File: src/rtl/wbss_pkg.sv
// Shared types and constants for the wildcard byte signature search block.
package wbss_pkg;

   localparam int ADDR_BITS      = 64;
   localparam int SIG_WORD_BITS  = 64;
   localparam int CARE_BITS      = 16;
   localparam int LEN_BITS       = 5;
   localparam int CSR_DATA_BITS  = 64;
   localparam int CSR_INDEX_BITS = 3;

   localparam logic [CSR_INDEX_BITS-1:0] CSR_SIG_BYTES_LOW  = 3'd0;
   localparam logic [CSR_INDEX_BITS-1:0] CSR_SIG_BYTES_HIGH = 3'd1;
   localparam logic [CSR_INDEX_BITS-1:0] CSR_CARE_MASK      = 3'd2;
   localparam logic [CSR_INDEX_BITS-1:0] CSR_SIG_LENGTH     = 3'd3;
   localparam logic [CSR_INDEX_BITS-1:0] CSR_REGION_BASE    = 3'd4;

   typedef struct packed {
      logic [7:0] data_byte;
      logic       last_byte;
   } req_type;

   typedef struct packed {
      logic                 found;
      logic [ADDR_BITS-1:0] match_address;
   } rsp_type;

   typedef struct packed {
      logic [SIG_WORD_BITS-1:0] sig_bytes_low;
      logic [SIG_WORD_BITS-1:0] sig_bytes_high;
      logic [CARE_BITS-1:0]     care_mask;
      logic [LEN_BITS-1:0]      sig_length;
      logic [ADDR_BITS-1:0]     region_base;
   } cfg_type;

   typedef struct packed {
      logic    valid;
      rsp_type data;
   } push_type;

endpackage

File: src/rtl/wbss_csr.sv
// Configuration registers of the signature search.
module wbss_csr (
   input  logic                                  clock,
   input  logic                                  reset,
   input  logic                                  csr_write_enable,
   input  logic [wbss_pkg::CSR_INDEX_BITS-1:0]   csr_index,
   input  logic [wbss_pkg::CSR_DATA_BITS-1:0]    csr_write_data,
   output wbss_pkg::cfg_type                     cfg
);
   import wbss_pkg::*;

   cfg_type cfg_ff;
   cfg_type cfg_in;

   always_comb begin
      cfg_in = cfg_ff;
      if (csr_write_enable) begin
         case (csr_index)
            CSR_SIG_BYTES_LOW:  cfg_in.sig_bytes_low  = csr_write_data;
            CSR_SIG_BYTES_HIGH: cfg_in.sig_bytes_high = csr_write_data;
            CSR_CARE_MASK:      cfg_in.care_mask      = csr_write_data[CARE_BITS-1:0];
            CSR_SIG_LENGTH:     cfg_in.sig_length     = csr_write_data[LEN_BITS-1:0];
            CSR_REGION_BASE:    cfg_in.region_base    = csr_write_data[ADDR_BITS-1:0];
            default:            cfg_in                = cfg_ff;
         endcase
      end
   end

   always_ff @(posedge clock) begin
      if (reset) begin
         cfg_ff <= '0;
      end else begin
         cfg_ff <= cfg_in;
      end
   end

   assign cfg = cfg_ff;

endmodule

File: src/rtl/wbss_match.sv
// Masked parallel compare of the signature against the newest bytes.
module wbss_match #(
   parameter int MAX_SIG_BYTES = 16,
   parameter int WIN_DEPTH     = 15,
   parameter int COUNT_BITS    = 32
) (
   input  wbss_pkg::cfg_type        cfg,
   input  logic [7:0]               cur_byte,
   input  logic [7:0]               window [WIN_DEPTH],
   input  logic [COUNT_BITS-1:0]    have,
   output logic                     hit,
   output logic [wbss_pkg::ADDR_BITS-1:0] address
);
   import wbss_pkg::*;

   localparam int IDX_BITS = (MAX_SIG_BYTES > 1) ? $clog2(MAX_SIG_BYTES) : 1;
   localparam int HIST     = 1 << IDX_BITS;

   logic [7:0]                 hist [HIST];
   logic [2*SIG_WORD_BITS-1:0] sig_all;
   logic [MAX_SIG_BYTES-1:0]   byte_ok;
   logic                       len_ok;
   logic [COUNT_BITS-1:0]      len_wide;
   logic [COUNT_BITS-1:0]      offset;

   assign sig_all  = {cfg.sig_bytes_high, cfg.sig_bytes_low};
   assign len_wide = {{(COUNT_BITS-LEN_BITS){1'b0}}, cfg.sig_length};

   // Entry 0 is the byte being taken now, entry k the byte k places older.
   genvar k;
   generate
      for (k = 0; k < HIST; k++) begin : g_hist
         if (k == 0) begin : g_cur
            assign hist[k] = cur_byte;
         end else if (k - 1 < WIN_DEPTH) begin : g_win
            assign hist[k] = window[k-1];
         end else begin : g_pad
            assign hist[k] = 8'h00;
         end
      end
   endgenerate

   always_comb begin
      logic [LEN_BITS-1:0] back;
      for (int j = 0; j < MAX_SIG_BYTES; j++) begin
         back = cfg.sig_length - LEN_BITS'(j + 1);
         byte_ok[j] = (LEN_BITS'(j) >= cfg.sig_length) || !cfg.care_mask[j] ||
                      (hist[back[IDX_BITS-1:0]] == sig_all[8*j +: 8]);
      end
   end

   assign len_ok = (cfg.sig_length != '0) &&
                   (cfg.sig_length <= LEN_BITS'(MAX_SIG_BYTES));
   assign hit    = len_ok && (have >= len_wide) && (&byte_ok);
   assign offset = have - len_wide;
   assign address = cfg.region_base + {{(ADDR_BITS-COUNT_BITS){1'b0}}, offset};

endmodule

File: src/rtl/wbss_scan.sv
// Input register, byte window, byte count and per-region match state.
module wbss_scan #(
   parameter int MAX_SIG_BYTES = 16,
   parameter int COUNT_BITS    = 32
) (
   input  logic                clock,
   input  logic                reset,
   input  wbss_pkg::cfg_type   cfg,
   input  logic                req_valid,
   output logic                req_stall,
   input  wbss_pkg::req_type   req_payload,
   input  logic                buf_full,
   output wbss_pkg::push_type  push
);
   import wbss_pkg::*;

   localparam int WIN_DEPTH = (MAX_SIG_BYTES > 1) ? MAX_SIG_BYTES - 1 : 1;

   logic                  in_valid_ff;
   logic                  in_valid_in;
   req_type               in_req_ff;
   logic [7:0]            window_ff [WIN_DEPTH];
   logic [7:0]            window_in [WIN_DEPTH];
   logic [COUNT_BITS-1:0] seen_ff;
   logic [COUNT_BITS-1:0] seen_in;
   logic                  done_ff;
   logic                  done_in;
   logic [COUNT_BITS-1:0] have;
   logic                  accept;
   logic                  take;
   logic                  hit_raw;
   logic                  hit;
   logic [ADDR_BITS-1:0]  address;

   assign req_stall = in_valid_ff && buf_full;
   assign accept    = req_valid && !req_stall;
   assign take      = in_valid_ff && !buf_full;
   assign have      = (&seen_ff) ? seen_ff : seen_ff + COUNT_BITS'(1);

   wbss_match #(
      .MAX_SIG_BYTES (MAX_SIG_BYTES),
      .WIN_DEPTH     (WIN_DEPTH),
      .COUNT_BITS    (COUNT_BITS)
   ) u_match (
      .cfg      (cfg),
      .cur_byte (in_req_ff.data_byte),
      .window   (window_ff),
      .have     (have),
      .hit      (hit_raw),
      .address  (address)
   );

   assign hit = hit_raw && !done_ff;

   always_comb begin
      push.valid              = take && (hit || (in_req_ff.last_byte && !done_ff));
      push.data.found         = hit;
      push.data.match_address = hit ? address : '0;
   end

   always_comb begin
      in_valid_in = accept ? 1'b1 : (take ? 1'b0 : in_valid_ff);
      window_in   = window_ff;
      seen_in     = seen_ff;
      done_in     = done_ff;
      if (take) begin
         if (in_req_ff.last_byte) begin
            for (int i = 0; i < WIN_DEPTH; i++) begin
               window_in[i] = 8'h00;
            end
            seen_in = '0;
            done_in = 1'b0;
         end else begin
            window_in[0] = in_req_ff.data_byte;
            for (int i = 1; i < WIN_DEPTH; i++) begin
               window_in[i] = window_ff[i-1];
            end
            seen_in = have;
            done_in = done_ff || hit;
         end
      end
   end

   always_ff @(posedge clock) begin
      if (reset) begin
         in_valid_ff <= 1'b0;
         seen_ff     <= '0;
         done_ff     <= 1'b0;
         for (int i = 0; i < WIN_DEPTH; i++) begin
            window_ff[i] <= 8'h00;
         end
      end else begin
         in_valid_ff <= in_valid_in;
         seen_ff     <= seen_in;
         done_ff     <= done_in;
         window_ff   <= window_in;
      end
   end

   always_ff @(posedge clock) begin
      if (accept) begin
         in_req_ff <= req_payload;
      end
   end

endmodule

File: src/rtl/wbss_obuf.sv
// Result register with a skid stage behind it.
module wbss_obuf (
   input  logic                clock,
   input  logic                reset,
   input  wbss_pkg::push_type  push,
   output logic                buf_full,
   output logic                rsp_valid,
   input  logic                rsp_stall,
   output wbss_pkg::rsp_type   rsp_payload
);
   import wbss_pkg::*;

   logic    out_valid_ff;
   logic    out_valid_in;
   rsp_type out_data_ff;
   rsp_type out_data_in;
   logic    skid_valid_ff;
   logic    skid_valid_in;
   rsp_type skid_data_ff;
   rsp_type skid_data_in;
   logic    out_take;

   assign out_take = out_valid_ff && !rsp_stall;

   always_comb begin
      out_valid_in  = out_valid_ff;
      out_data_in   = out_data_ff;
      skid_valid_in = skid_valid_ff;
      skid_data_in  = skid_data_ff;
      if (skid_valid_ff) begin
         if (out_take) begin
            out_data_in   = skid_data_ff;
            skid_valid_in = 1'b0;
         end
      end else if (push.valid) begin
         if (!out_valid_ff || out_take) begin
            out_valid_in = 1'b1;
            out_data_in  = push.data;
         end else begin
            skid_valid_in = 1'b1;
            skid_data_in  = push.data;
         end
      end else if (out_take) begin
         out_valid_in = 1'b0;
      end
   end

   always_ff @(posedge clock) begin
      if (reset) begin
         out_valid_ff  <= 1'b0;
         skid_valid_ff <= 1'b0;
      end else begin
         out_valid_ff  <= out_valid_in;
         skid_valid_ff <= skid_valid_in;
      end
   end

   always_ff @(posedge clock) begin
      out_data_ff  <= out_data_in;
      skid_data_ff <= skid_data_in;
   end

   assign buf_full    = skid_valid_ff;
   assign rsp_valid   = out_valid_ff;
   assign rsp_payload = out_data_ff;

endmodule

File: src/rtl/wildcard_byte_signature_search_top.sv
// Top level of the wildcard byte signature search.
// A request is registered at acceptance; its result, if any, is registered in the result register
// when the input register passes it on, or in the skid stage while the result register is held.
// One request is accepted every cycle while req_stall is low; the skid stage behind the
// result register absorbs one result while the response side stalls.
// Synchronous reset clears the configuration, the byte window, the count and all valid flags.
module wildcard_byte_signature_search_top #(
   parameter int MAX_SIG_BYTES = 16,
   parameter int COUNT_BITS    = 32
) (
   input  logic                                clock,
   input  logic                                reset,
   input  logic                                req_valid,
   output logic                                req_stall,
   input  wbss_pkg::req_type                   req_payload,
   output logic                                rsp_valid,
   input  logic                                rsp_stall,
   output wbss_pkg::rsp_type                   rsp_payload,
   input  logic                                csr_write_enable,
   input  logic [wbss_pkg::CSR_INDEX_BITS-1:0] csr_index,
   input  logic [wbss_pkg::CSR_DATA_BITS-1:0]  csr_write_data
);
   import wbss_pkg::*;

   cfg_type  cfg;
   push_type push;
   logic     buf_full;

   wbss_csr u_csr (
      .clock            (clock),
      .reset            (reset),
      .csr_write_enable (csr_write_enable),
      .csr_index        (csr_index),
      .csr_write_data   (csr_write_data),
      .cfg              (cfg)
   );

   wbss_scan #(
      .MAX_SIG_BYTES (MAX_SIG_BYTES),
      .COUNT_BITS    (COUNT_BITS)
   ) u_scan (
      .clock       (clock),
      .reset       (reset),
      .cfg         (cfg),
      .req_valid   (req_valid),
      .req_stall   (req_stall),
      .req_payload (req_payload),
      .buf_full    (buf_full),
      .push        (push)
   );

   wbss_obuf u_obuf (
      .clock       (clock),
      .reset       (reset),
      .push        (push),
      .buf_full    (buf_full),
      .rsp_valid   (rsp_valid),
      .rsp_stall   (rsp_stall),
      .rsp_payload (rsp_payload)
   );

endmodule

File: config.mk
export PLATFORM = sky130hd
export DESIGN_NAME = wildcard_byte_signature_search_top
export DESIGN_NICKNAME = d
export VERILOG_FILES = /design/src/rtl/wbss_pkg.sv /design/src/rtl/wbss_csr.sv /design/src/rtl/wbss_match.sv /design/src/rtl/wbss_scan.sv /design/src/rtl/wbss_obuf.sv /design/src/rtl/wildcard_byte_signature_search_top.sv
export SDC_FILE = /design/constraint.sdc
export NUM_CORES = 1
export LEC_CHECK = 0
export BUFFER_PORTS_ARGS = -buffer_cell sky130_fd_sc_hd__buf_2
export CAP_MARGIN = 5
export CORE_MARGIN = 2
export CORE_UTILIZATION = 40
export CTS_CLUSTER_SIZE = 20
export DETAILED_ROUTE_END_ITERATION = 7
export PLACE_DENSITY = 0.57
export SLEW_MARGIN = 20
export SYNTH_ARGS = -nofsm -noshare
export SYNTH_HDL_FRONTEND = slang
export SYNTH_SLANG_ARGS = --single-unit
File: constraint.sdc
create_clock -name clock -period 14.3 [get_ports clock]
set_input_delay 0.715 -clock clock [delete_from_list [all_inputs] [get_ports clock]]
set_output_delay 0.715 -clock clock [all_outputs]
set_load 0.05 [all_outputs]
# Yosys cells after proc, flatten, opt, wreduce, memory -nomap -nowiden
# Index checks and enable logic that the tools add are counted.
[op_classes]
add_sub_neg = 19
mul = 0
n_div = 0
n_lt_le_gt_ge = 34
eq_ne = 22
shift = 0
n_mux = 66
n_bitwise = 18
n_reduce_logical = 82
[op_table]
columns = ["op", "n"]
rows = [
  ["binary-select mux 8 bit (select 4 bit)", 16],
  ["two-way mux 65 bit", 4],
  ["two-way mux 8 bit", 32],
  ["== test 8 bit", 16],
  ["two-way mux 120 bit", 1],
  [">= comparator 5 bit (second input constant)", 16],
  ["inverter 4 -> 5 bit", 16],
  ["adder 64 x 32 -> 64 bit", 1],
  ["two-way mux 32 bit", 2],
  ["two-way mux 64 bit", 1],
  [">= comparator 4 x 5 -> 1 bit (first input constant)", 8],
  ["logical OR 1 bit", 35],
  ["adder 32 x 1 -> 32 bit (second input constant)", 1],
  [">= comparator 32 x 5 -> 1 bit", 1],
  ["AND reduction 32 bit", 1],
  ["subtractor 32 x 5 -> 32 bit", 1],
  ["subtractor 4 bit (second input constant)", 8],
  ["logical NOT 1 bit", 21],
  [">= comparator 3 x 5 -> 1 bit (first input constant)", 4],
  ["AND reduction 16 bit", 1],
  ["subtractor 4 x 3 -> 4 bit (second input constant)", 4],
  [">= comparator 1 x 5 -> 1 bit (first input constant)", 2],
  [">= comparator 2 x 5 -> 1 bit (first input constant)", 2],
  ["logical AND 1 bit", 10],
  ["other kinds (15)", 37],
]
[totals]
regBits = 508
latchBits = 0
mem_bits_rw = 0
rom_bits = 0
in_bits = 81
mem_count = 0

# Logic depth before layout (Yosys ltp)
# Gate-level depths: netlist of the first run.
[depth]
word_depth = 14
depth_mapped = 33

# Cells and area by module
# Synthesis of the first run repeated with hierarchy kept, for this count alone.
[hier_totals]
hier_cells = 3101
hier_area_um2 = 33009.2
[modules_own_cells]
columns = ["module", "instances", "cells_each", "area_each_um2", "seq_area_each_um2"]
rows = [
  ["wbss_match", 1, 1190, 12067.8, 0.0],
  ["wbss_csr", 1, 764, 8500.7, 4264.1],
  ["wbss_scan", 1, 932, 7628.6, 3353.2],
  ["wbss_obuf", 1, 215, 4812.1, 3943.8],
]

# Worst setup path before layout of the first run
# OpenSTA, ideal clock, no wires.
[synth_timing]
path_kind = "flip-flop to flip-flop"
startpoint = "reg u_csr.cfg_ff (netlist bit u_csr.cfg[65])"
endpoint = "reg u_obuf.skid_data_ff[0] (netlist bit), enable pin"
setup_ns = 0.509
arrival_ns = 7.857
required_ns = 13.791
path_slack_ns = 5.933
path_stages_with_launch = 20
cell_sequence = "dfxtp_1 -> buf_2 -> buf_2 -> buf_4 -> buf_2 -> inv_1 -> ha_1 -> buf_2 -> buf_1 -> mux4_2 -> mux4_2 -> xnor2_1 -> nand4_1 -> o221ai_1 -> nand4_1 -> nor2_1 -> nand3_2 -> buf_6 -> buf_4 -> a21oi_1"
[synth_via]
elab_chain_len = 13
[synth_lines]
columns = ["item", "line_no", "rtl"]
rows = [
  ["start, declared", "wbss_csr.sv:12", "cfg_type cfg_ff;"],
  ["start signal, assigned", "wbss_csr.sv:33", "cfg_ff <= cfg_in;"],
  ["subtractor 4 x 1 -> 4 bit (tied with other cells)", "wbss_match.sv:46", "back = cfg.sig_length - LEN_BITS'(j + 1);"],
  ["inverter 4 -> 5 bit (not written as such)", "wbss_match.sv:48", "(hist[back[IDX_BITS-1:0]] == sig_all[8*j +: 8]);"],
  ["binary-select mux 8 bit (select 4 bit)", "wbss_match.sv:48", ""],
  ["two-way mux 8 bit (not written as such) (2 in a row)", "wbss_match.sv:48", ""],
  ["== test 8 bit", "wbss_match.sv:48", ""],
  ["logical OR 1 bit", "wbss_match.sv:47", "byte_ok[j] = (LEN_BITS'(j) >= cfg.sig_length) || !cfg.care_mask[j] ||"],
  ["AND reduction 16 bit", "wbss_match.sv:54", "assign hit = len_ok && (have >= len_wide) && (&byte_ok);"],
  ["logical AND 1 bit *", "wbss_match.sv:54", ""],
  ["logical AND 1 bit *", "wbss_scan.sv:53", "assign hit = hit_raw && !done_ff;"],
  ["logical OR 1 bit *", "wbss_scan.sv:56", "push.valid = take && (hit || (in_req_ff.last_byte && !done_ff));"],
  ["logical AND 1 bit *", "wbss_scan.sv:56", ""],
  ["AND reduction 3 bit (no source line) *", "-", ""],
  ["end signal, assigned", "wbss_obuf.sv:60", "skid_data_ff <= skid_data_in;"],
  ["end, declared", "wbss_obuf.sv:19", "rsp_type skid_data_ff;"],
]
# Every way passes the cells marked *; elsewhere a longest branch is shown, timed or not. The select of a mux whose other input is x is not followed.
# A chain may end at the register's enable or synchronous reset.

==> results.json, run 1 <==
{
  "cp.required_ns": 14.67,
  "min_period_ns": 8.08,
  "tns_ns": 0,
  "slew_headroom_pct": 28.4,
  "ios": 148,
  "seq_area_um2": 11600,
  "dpl.hpwl_um": 73500,
  "drive_above_1_share_pct": 17.3,
  "worst_slew_pin_slew_ns": 1.07,
  "ys_types": 78,
  "ys_seq_elements": 508,
  "clk_latency_ns": 0.65,
  "ant_nets": 0,
  "cts_resized": 0,
  "final.fill_count": 7595,
  "power_leakage_uw": 0.0122,
  "ir_worst_vdd_uv": 89.8,
  "utilization_pct": 44.6,
  "final-setup-viol-count": 0,
  "ys_warn_count": 0,
  "syn_nets": 3456,
  "dpl_worst_slack_ns": 6.28,
  "synth.largest_area_cell": "dfxtp_1",
  "wl_per_cell_um": 23.2,
  "fin_skew_ns": 0.0220,
  "crit_path_top_delay_cell": "a21boi_1",
  "synthArstFlopShare_pct": 0,
  "cts_root_buf": "clkbuf_16",
  "drt-initial-drc-count": 2699,
  "dieHeight_um": 285,
  "rows": 103,
  "core_um2": 78600,
  "via_per_inst": 5.89,
  "start_util_pct": 40.2,
  "final_cell_area_um2": 35000,
  "rsz0062_at_grt": "no",
  "max_cap_viol_count": 0,
  "design_power_total_uw": 3380,
  "synthesis.area_um2": 31600,
  "die-area_um2": 81300,
  "h-tree-depth": 2,
  "drc": 0,
  "place.gp.congestion": 0.932,
  "end_kind": "flip-flop",
  "syn_avg_cell_area_um2": 9.52,
  "grt_antenna_before_repair": 0,
  "wl_um": 103000,
  "hold_viol": 0,
  "ys_seq_area_share_pct": 36.6,
  "grt_pass1_wl_um": 156000,
  "setup_ws_ns": 6.22,
  "path_common_cell": "nor2_1",
  "cts.sink_count": 508,
  "multiInputGateArea_um2": 19000,
  "synth_edf_count": 139,
  "placed_area_um2": 33100,
  "hold_class": "primary input to flip-flop",
  "critPathKind": "flip-flop to flip-flop",
  "vias": 26100,
  "slowest_delay_ns": 0.83,
  "cp.arrival_ns": 8.45,
  "clock_path_buffers": 3,
  "synthTopCellsByArea": "dfxtp_1, mux4_2, edfxtp_1, nand2_1, a21oi_1",
  "syn_inst": 3322,
  "syn2layout_area_growth_pct": 10.8,
  "synth_top_cell_area_share_pct": 23.4,
  "overflow": 0,
  "p_per_area_nw_per_um2": 96.5,
  "grt_max_degree": 117,
  "hold_buffers": 0,
  "grt_pass1_vias": 24400,
  "status": "completed",
  "cts_tree": "done",
  "die_w_um": 285,
  "cts_buffers": 59,
  "post-route-period-util_pct": 56.5,
  "grt_usage_pct": 24.7,
  "first_pass_iters": 6,
  "clkTransAtPathRegs_ns": 0.06,
  "port_buffers": 147,
  "nets": 3466,
  "start_kind": "flip-flop",
  "critPathMaxFanout": 13,
  "fmax_ghz": 0.124,
  "ys.flop_type": "dfxtp_1",
  "post-cts-setup-buffers": 0,
  "drv_slew": 0
}
## path summary, 6_finish.rpt
check / from / end / slack, ns / depth (start not counted)
worst max-delay path: u_scan.seen_ff[0] / u_obuf.rsp_payload[38] / 6.22 / 29
worst min-delay path: req_payload[5] / u_scan.in_req_ff[5] / 0.24 / 1
worst max register to register: u_scan.seen_ff[0] / u_obuf.rsp_payload[38] / 6.22 / 29
worst min register to register: u_csr.cfg[79] / u_csr.cfg[79] / 0.46 / 2
## power by group
| group | switching, µW | internal (µW) | leakage [µW] |
|---|---|---|---|
| Sequential | 21.4 | 1500 | 0.00422 |
| Clock | 645 | 859 | 0.000944 |
| Combinational | 246 | 106 | 0.00700 |
| Total | 912 | 2470 | 0.0122 |
## cell usage in the layout (no fill, tap or decap), drive strengths merged, types with 12 or more instances in the layout
cell,Yosys,routed
a21o,20,20
a21oi,394,394
a22oi,15,15
a31oi,12,12
and3,138,138
buf,92,196
clkbuf,155,85
clkinv,1,19
dfxtp,369,369
edfxtp,139,139
ha,51,51
inv,34,37
mux2i,160,160
mux4,220,220
nand2,571,571
nand3,39,39
nand4,53,53
nor2,224,224
nor2b,15,15
nor3,90,90
nor4,22,22
o21ai,46,46
o221ai,12,12
o31ai,66,66
xnor2,187,187
xor2,74,74
## flip-flops by register name (all words and copies together), names as in the netlist
name,flops
u_csr.cfg,213
u_obuf.buf_full,1
u_obuf.rsp_payload,65
u_obuf.rsp_valid,1
u_obuf.skid_data_ff,65
u_scan.done_ff,1
u_scan.in_req_ff,9
u_scan.in_valid_ff,1
u_scan.seen_ff,32
u_scan.window_ff,120
## layout make-up
cell class	count	share of cell area, %
Antenna cell	1	0.00714
Clock buffer	85	4.72
Clock inverter	24	0.689
Inverter	35	0.375
Multi-Input combinational cell	2532	54.2
Sequential cell	508	33.0
Tap cell	1050	3.75
Timing Repair Buffer	196	3.18
## cell families after synthesis
logic type                 Yosys count  share of synthesized area, %
adders and majority gates           53                          2.14
AOI/OAI and AO/OA                  626                          11.9
and+or+nand+nor                   1205                          17.4
buffers and inverters              282                          3.81
DFF                                508                          36.6
muxes                              387                          21.0
xor gates and xnor gates           261                          7.28
## critical path, delay by kind of cell (launching register included)
family                   cells  cell delay (ns)
XOR/XNOR                     3             0.78
buffers and inverters        1             0.06
AO/OA/AOI/OAI                6             1.68
flip-flops                   1             0.44
AND/OR/NAND/NOR             15             3.69
adder cells (fa/ha/maj)      4             1.13
## cell usage after synthesis (all sizes together) (34+ instances only)
library cell / instances
o21ai: 46
buf: 92
nand2: 571
nand3: 39
o31ai: 66
dfxtp: 369
mux2i: 160
and3: 138
a21oi: 394
clkbuf: 155
mux4: 220
nand4: 53
inv: 34
nor2: 224
nor3: 90
ha: 51
edfxtp: 139
xnor2: 187
xor2: 74
## per-layer routing
layer	vias to the layer above	share of wire, %	GRT usage, %
met1	12800	44	35.0
met5	-	0	0
met4	0	3.8	8.85
met2	970	45	38.1
met3	152	7.3	3.95
li1	12100	-	-
## stage by stage
stage	cells	hold slack [ns]
floorplan	3322	0.433
global placement	4321	0.442
detailed placement	4321	0.448
CTS	4430	0.219
global route	4430	0.233
finish	4431	0.244
No activity file was read; power rests on OpenSTA's default activity.
==> run 2: changes to the inputs <==
--- a/config.mk
+++ b/config.mk
@@ -11,7 +11,7 @@
 export CORE_UTILIZATION = 40
 export CTS_CLUSTER_SIZE = 20
 export DETAILED_ROUTE_END_ITERATION = 7
-export PLACE_DENSITY = 0.57
+export PLACE_DENSITY = 0.59
 export SLEW_MARGIN = 20
 export SYNTH_ARGS = -nofsm -noshare
 export SYNTH_HDL_FRONTEND = slang
==> constraint.sdc (replaced) <==
create_clock -name clock -period 6.7 [get_ports clock]
set_input_delay 0.335 -clock clock [delete_from_list [all_inputs] [get_ports clock]]
set_output_delay 0.335 -clock clock [all_outputs]
set_load 0.05 [all_outputs]
==> results.json, run 2 (same netlist as run 1, synthesis figures left out) <==
{
  "grt_pass1_vias": 24600,
  "gr-usage-met1_pct": 33.8,
  "dpl.hpwl_um": 73600,
  "start_kind": "flip-flop",
  "cts_root_buf": "clkbuf_16",
  "power_switching_uw": 1990,
  "critPathMaxFanout": 12,
  "drive_above_1_share_pct": 19.1,
  "fin_skew_ns": 0.0400,
  "place.gp.congestion": 0.963,
  "core_um2": 78600,
  "hold_class": "primary input to flip-flop",
  "drc": 0,
  "h-tree-depth": 2,
  "fmax_ghz": 0.155,
  "worst_slew_pin_slew_ns": 1.06,
  "utilization_pct": 45.9,
  "comb_power_share_pct": 11.3,
  "rsz0062_at_grt": "no",
  "largest_reg_flops": 213,
  "clk_latency_ns": 0.66,
  "top_regs": "u_csr.cfg (213), u_scan.window_ff (120)",
  "p_seq_share_pct": 44.9,
  "swShare_pct": 27.5,
  "via_per_inst": 5.87,
  "grt_pass1_wl_um": 157000,
  "path_common_cell": "nand4_1",
  "start_util_pct": 40.2,
  "drt-initial-drc-count": 2548,
  "die_w_um": 285,
  "max_cap_viol_count": 0,
  "end_kind": "flip-flop",
  "hold_viol": 0,
  "drv_slew": 0,
  "cp.arrival_ns": 6.92,
  "post-route-period-util_pct": 96.3,
  "critPathKind": "flip-flop to flip-flop",
  "die-area_um2": 81300,
  "dieHeight_um": 285,
  "internal_power_uw": 5240,
  "min_period_ns": 6.45,
  "p_per_area_nw_per_um2": 200,
  "power_leakage_uw": 0.0127,
  "mostFrequentLayoutCell": "nand2_1",
  "gr-usage-met2_pct": 37.9,
  "grtUsageMet3_pct": 6.79,
  "vias": 26600,
  "final-setup-viol-count": 0,
  "grt_antenna_before_repair": 0,
  "clock_path_buffers": 3,
  "rows": 103,
  "busiest_layer": "met2",
  "most-common-layout-cells": "nand2_1, a21oi_1, dfxtp_1",
  "ios": 148,
  "p_clk_share_pct": 43.8,
  "cts_buffers": 57,
  "antenna_cells": 0,
  "top_register": "u_csr.cfg",
  "ir_worst_vdd_uv": 195,
  "cts.sink_count": 508,
  "ant_nets": 0,
  "wl_um": 105000,
  "nets": 3566,
  "clkTransAtPathRegs_ns": 0.06,
  "grt_max_degree": 142,
  "slew_headroom_pct": 28.5,
  "overflow": 0,
  "slowest_delay_ns": 0.45,
  "first_pass_iters": 6,
  "grt_usage_pct": 25.0,
  "wl_per_cell_um": 23.1,
  "port_buffers": 147,
  "stdcell_count": 4531,
  "dp.cells": 4376,
  "cp.required_ns": 7.17,
  "crit_path_top_delay_cell": "or4_4",
  "status": "completed",
  "syn2layout_area_growth_pct": 14.1,
  "cts_tree": "done"
}
run 2: cell count changes in the layout (fill, tap and decap cells not counted), sizes merged:
cell,delta
buf,+60
bufinv,+1
clkbuf,-12
clkinv,+3
clkinvlp,+9
diode,-1
dlygate4sd3,+42
inv,-2
run 2: power by group through the flow:
| stage | Sequential [µW] | Combinational (µW) | Clock (µW) |
|---|---|---|---|
| 4_1_cts | 3250 | 801 | 3220 |
| 6_report | 3250 | 814 | 3170 |
| 5_1_grt | 3250 | 868 | 3340 |
| 3_5_place_dp | 3310 | 779 | 0 |
| 3_3_place_gp | 3310 | 775 | 0 |
| 2_1_floorplan | 3370 | 457 | 0 |
run 2: critical path, delay by kind of cell, from the launching register on:
| family | cells | cell delay [ns] |
|---|---|---|
| and+or+nand+nor | 14 | 2.98 |
| adders and majority gates | 4 | 1.17 |
| buffers and inverters | 3 | 0.37 |
| AOI/OAI and AO/OA | 5 | 0.90 |
| xor gates and xnor gates | 3 | 0.54 |
| DFF | 1 | 0.35 |
run 2: area by class of cell:
cell class                      instances  area [µm²]
Clock buffer                           73        1520
Clock inverter                         35         340
Tap cell                             1050        1310
Inverter                               35         131
Timing Repair Buffer                  298        2100
Multi-Input combinational cell       2532       19100
Fill cell                            7469       42500
Sequential cell                       508       11600
run 2: path summary, 6_finish.rpt:
| path | start | endpoint | slack [ns] | cells past startpoint |
|---|---|---|---|---|
| setup / recovery | u_scan.seen_ff[1] | u_obuf.rsp_payload[51] | 0.25 | 29 |
| hold / removal | csr_write_data[18] | u_csr.cfg[167] | 0.01 | 3 |
| setup reg to reg | u_scan.seen_ff[1] | u_obuf.rsp_payload[51] | 0.25 | 29 |
| hold reg to reg | u_csr.cfg[82] | u_csr.cfg[82] | 0.46 | 2 |
run 2: what timing repair did:
action,in CTS,in global routing
pin swaps,0,14
setup endpoints to repair,2,71
setup buffers,0,5
endpoints found under the hold margin,100,0
hold buffers,42,0
gates resized for setup,1,24
run 2: routing by layer:
| metal | vias up | share of wire, % | wire length, µm |
|---|---|---|---|
| met5 | - | 0 | 0 |
| met4 | 0 | 4.2 | 4420 |
| met3 | 189 | 9.2 | 9580 |
| met2 | 1091 | 44 | 46300 |
| met1 | 13000 | 42 | 44300 |
| li1 | 12300 | - | - |
run 2: metrics by stage:
| step | hold slack [ns] | setup TNS (ns) | power (µW) | area [µm²] | setup WS (ns) |
|---|---|---|---|---|---|
| global route | 0.00713 | 0 | 7460 | 36100 | 0.00555 |
| CTS | 0.000833 | 0 | 7270 | 35900 | 0.0269 |
| detailed placement | 0.446 | -0.0759 | 4090 | 33600 | -0.0590 |
| finish | 0.0134 | 0 | 7230 | 36100 | 0.247 |
| floorplan | 0.433 | 0 | 3830 | 31700 | 0.0373 |
| global placement | 0.443 | 0 | 4090 | 33600 | 0.0816 |
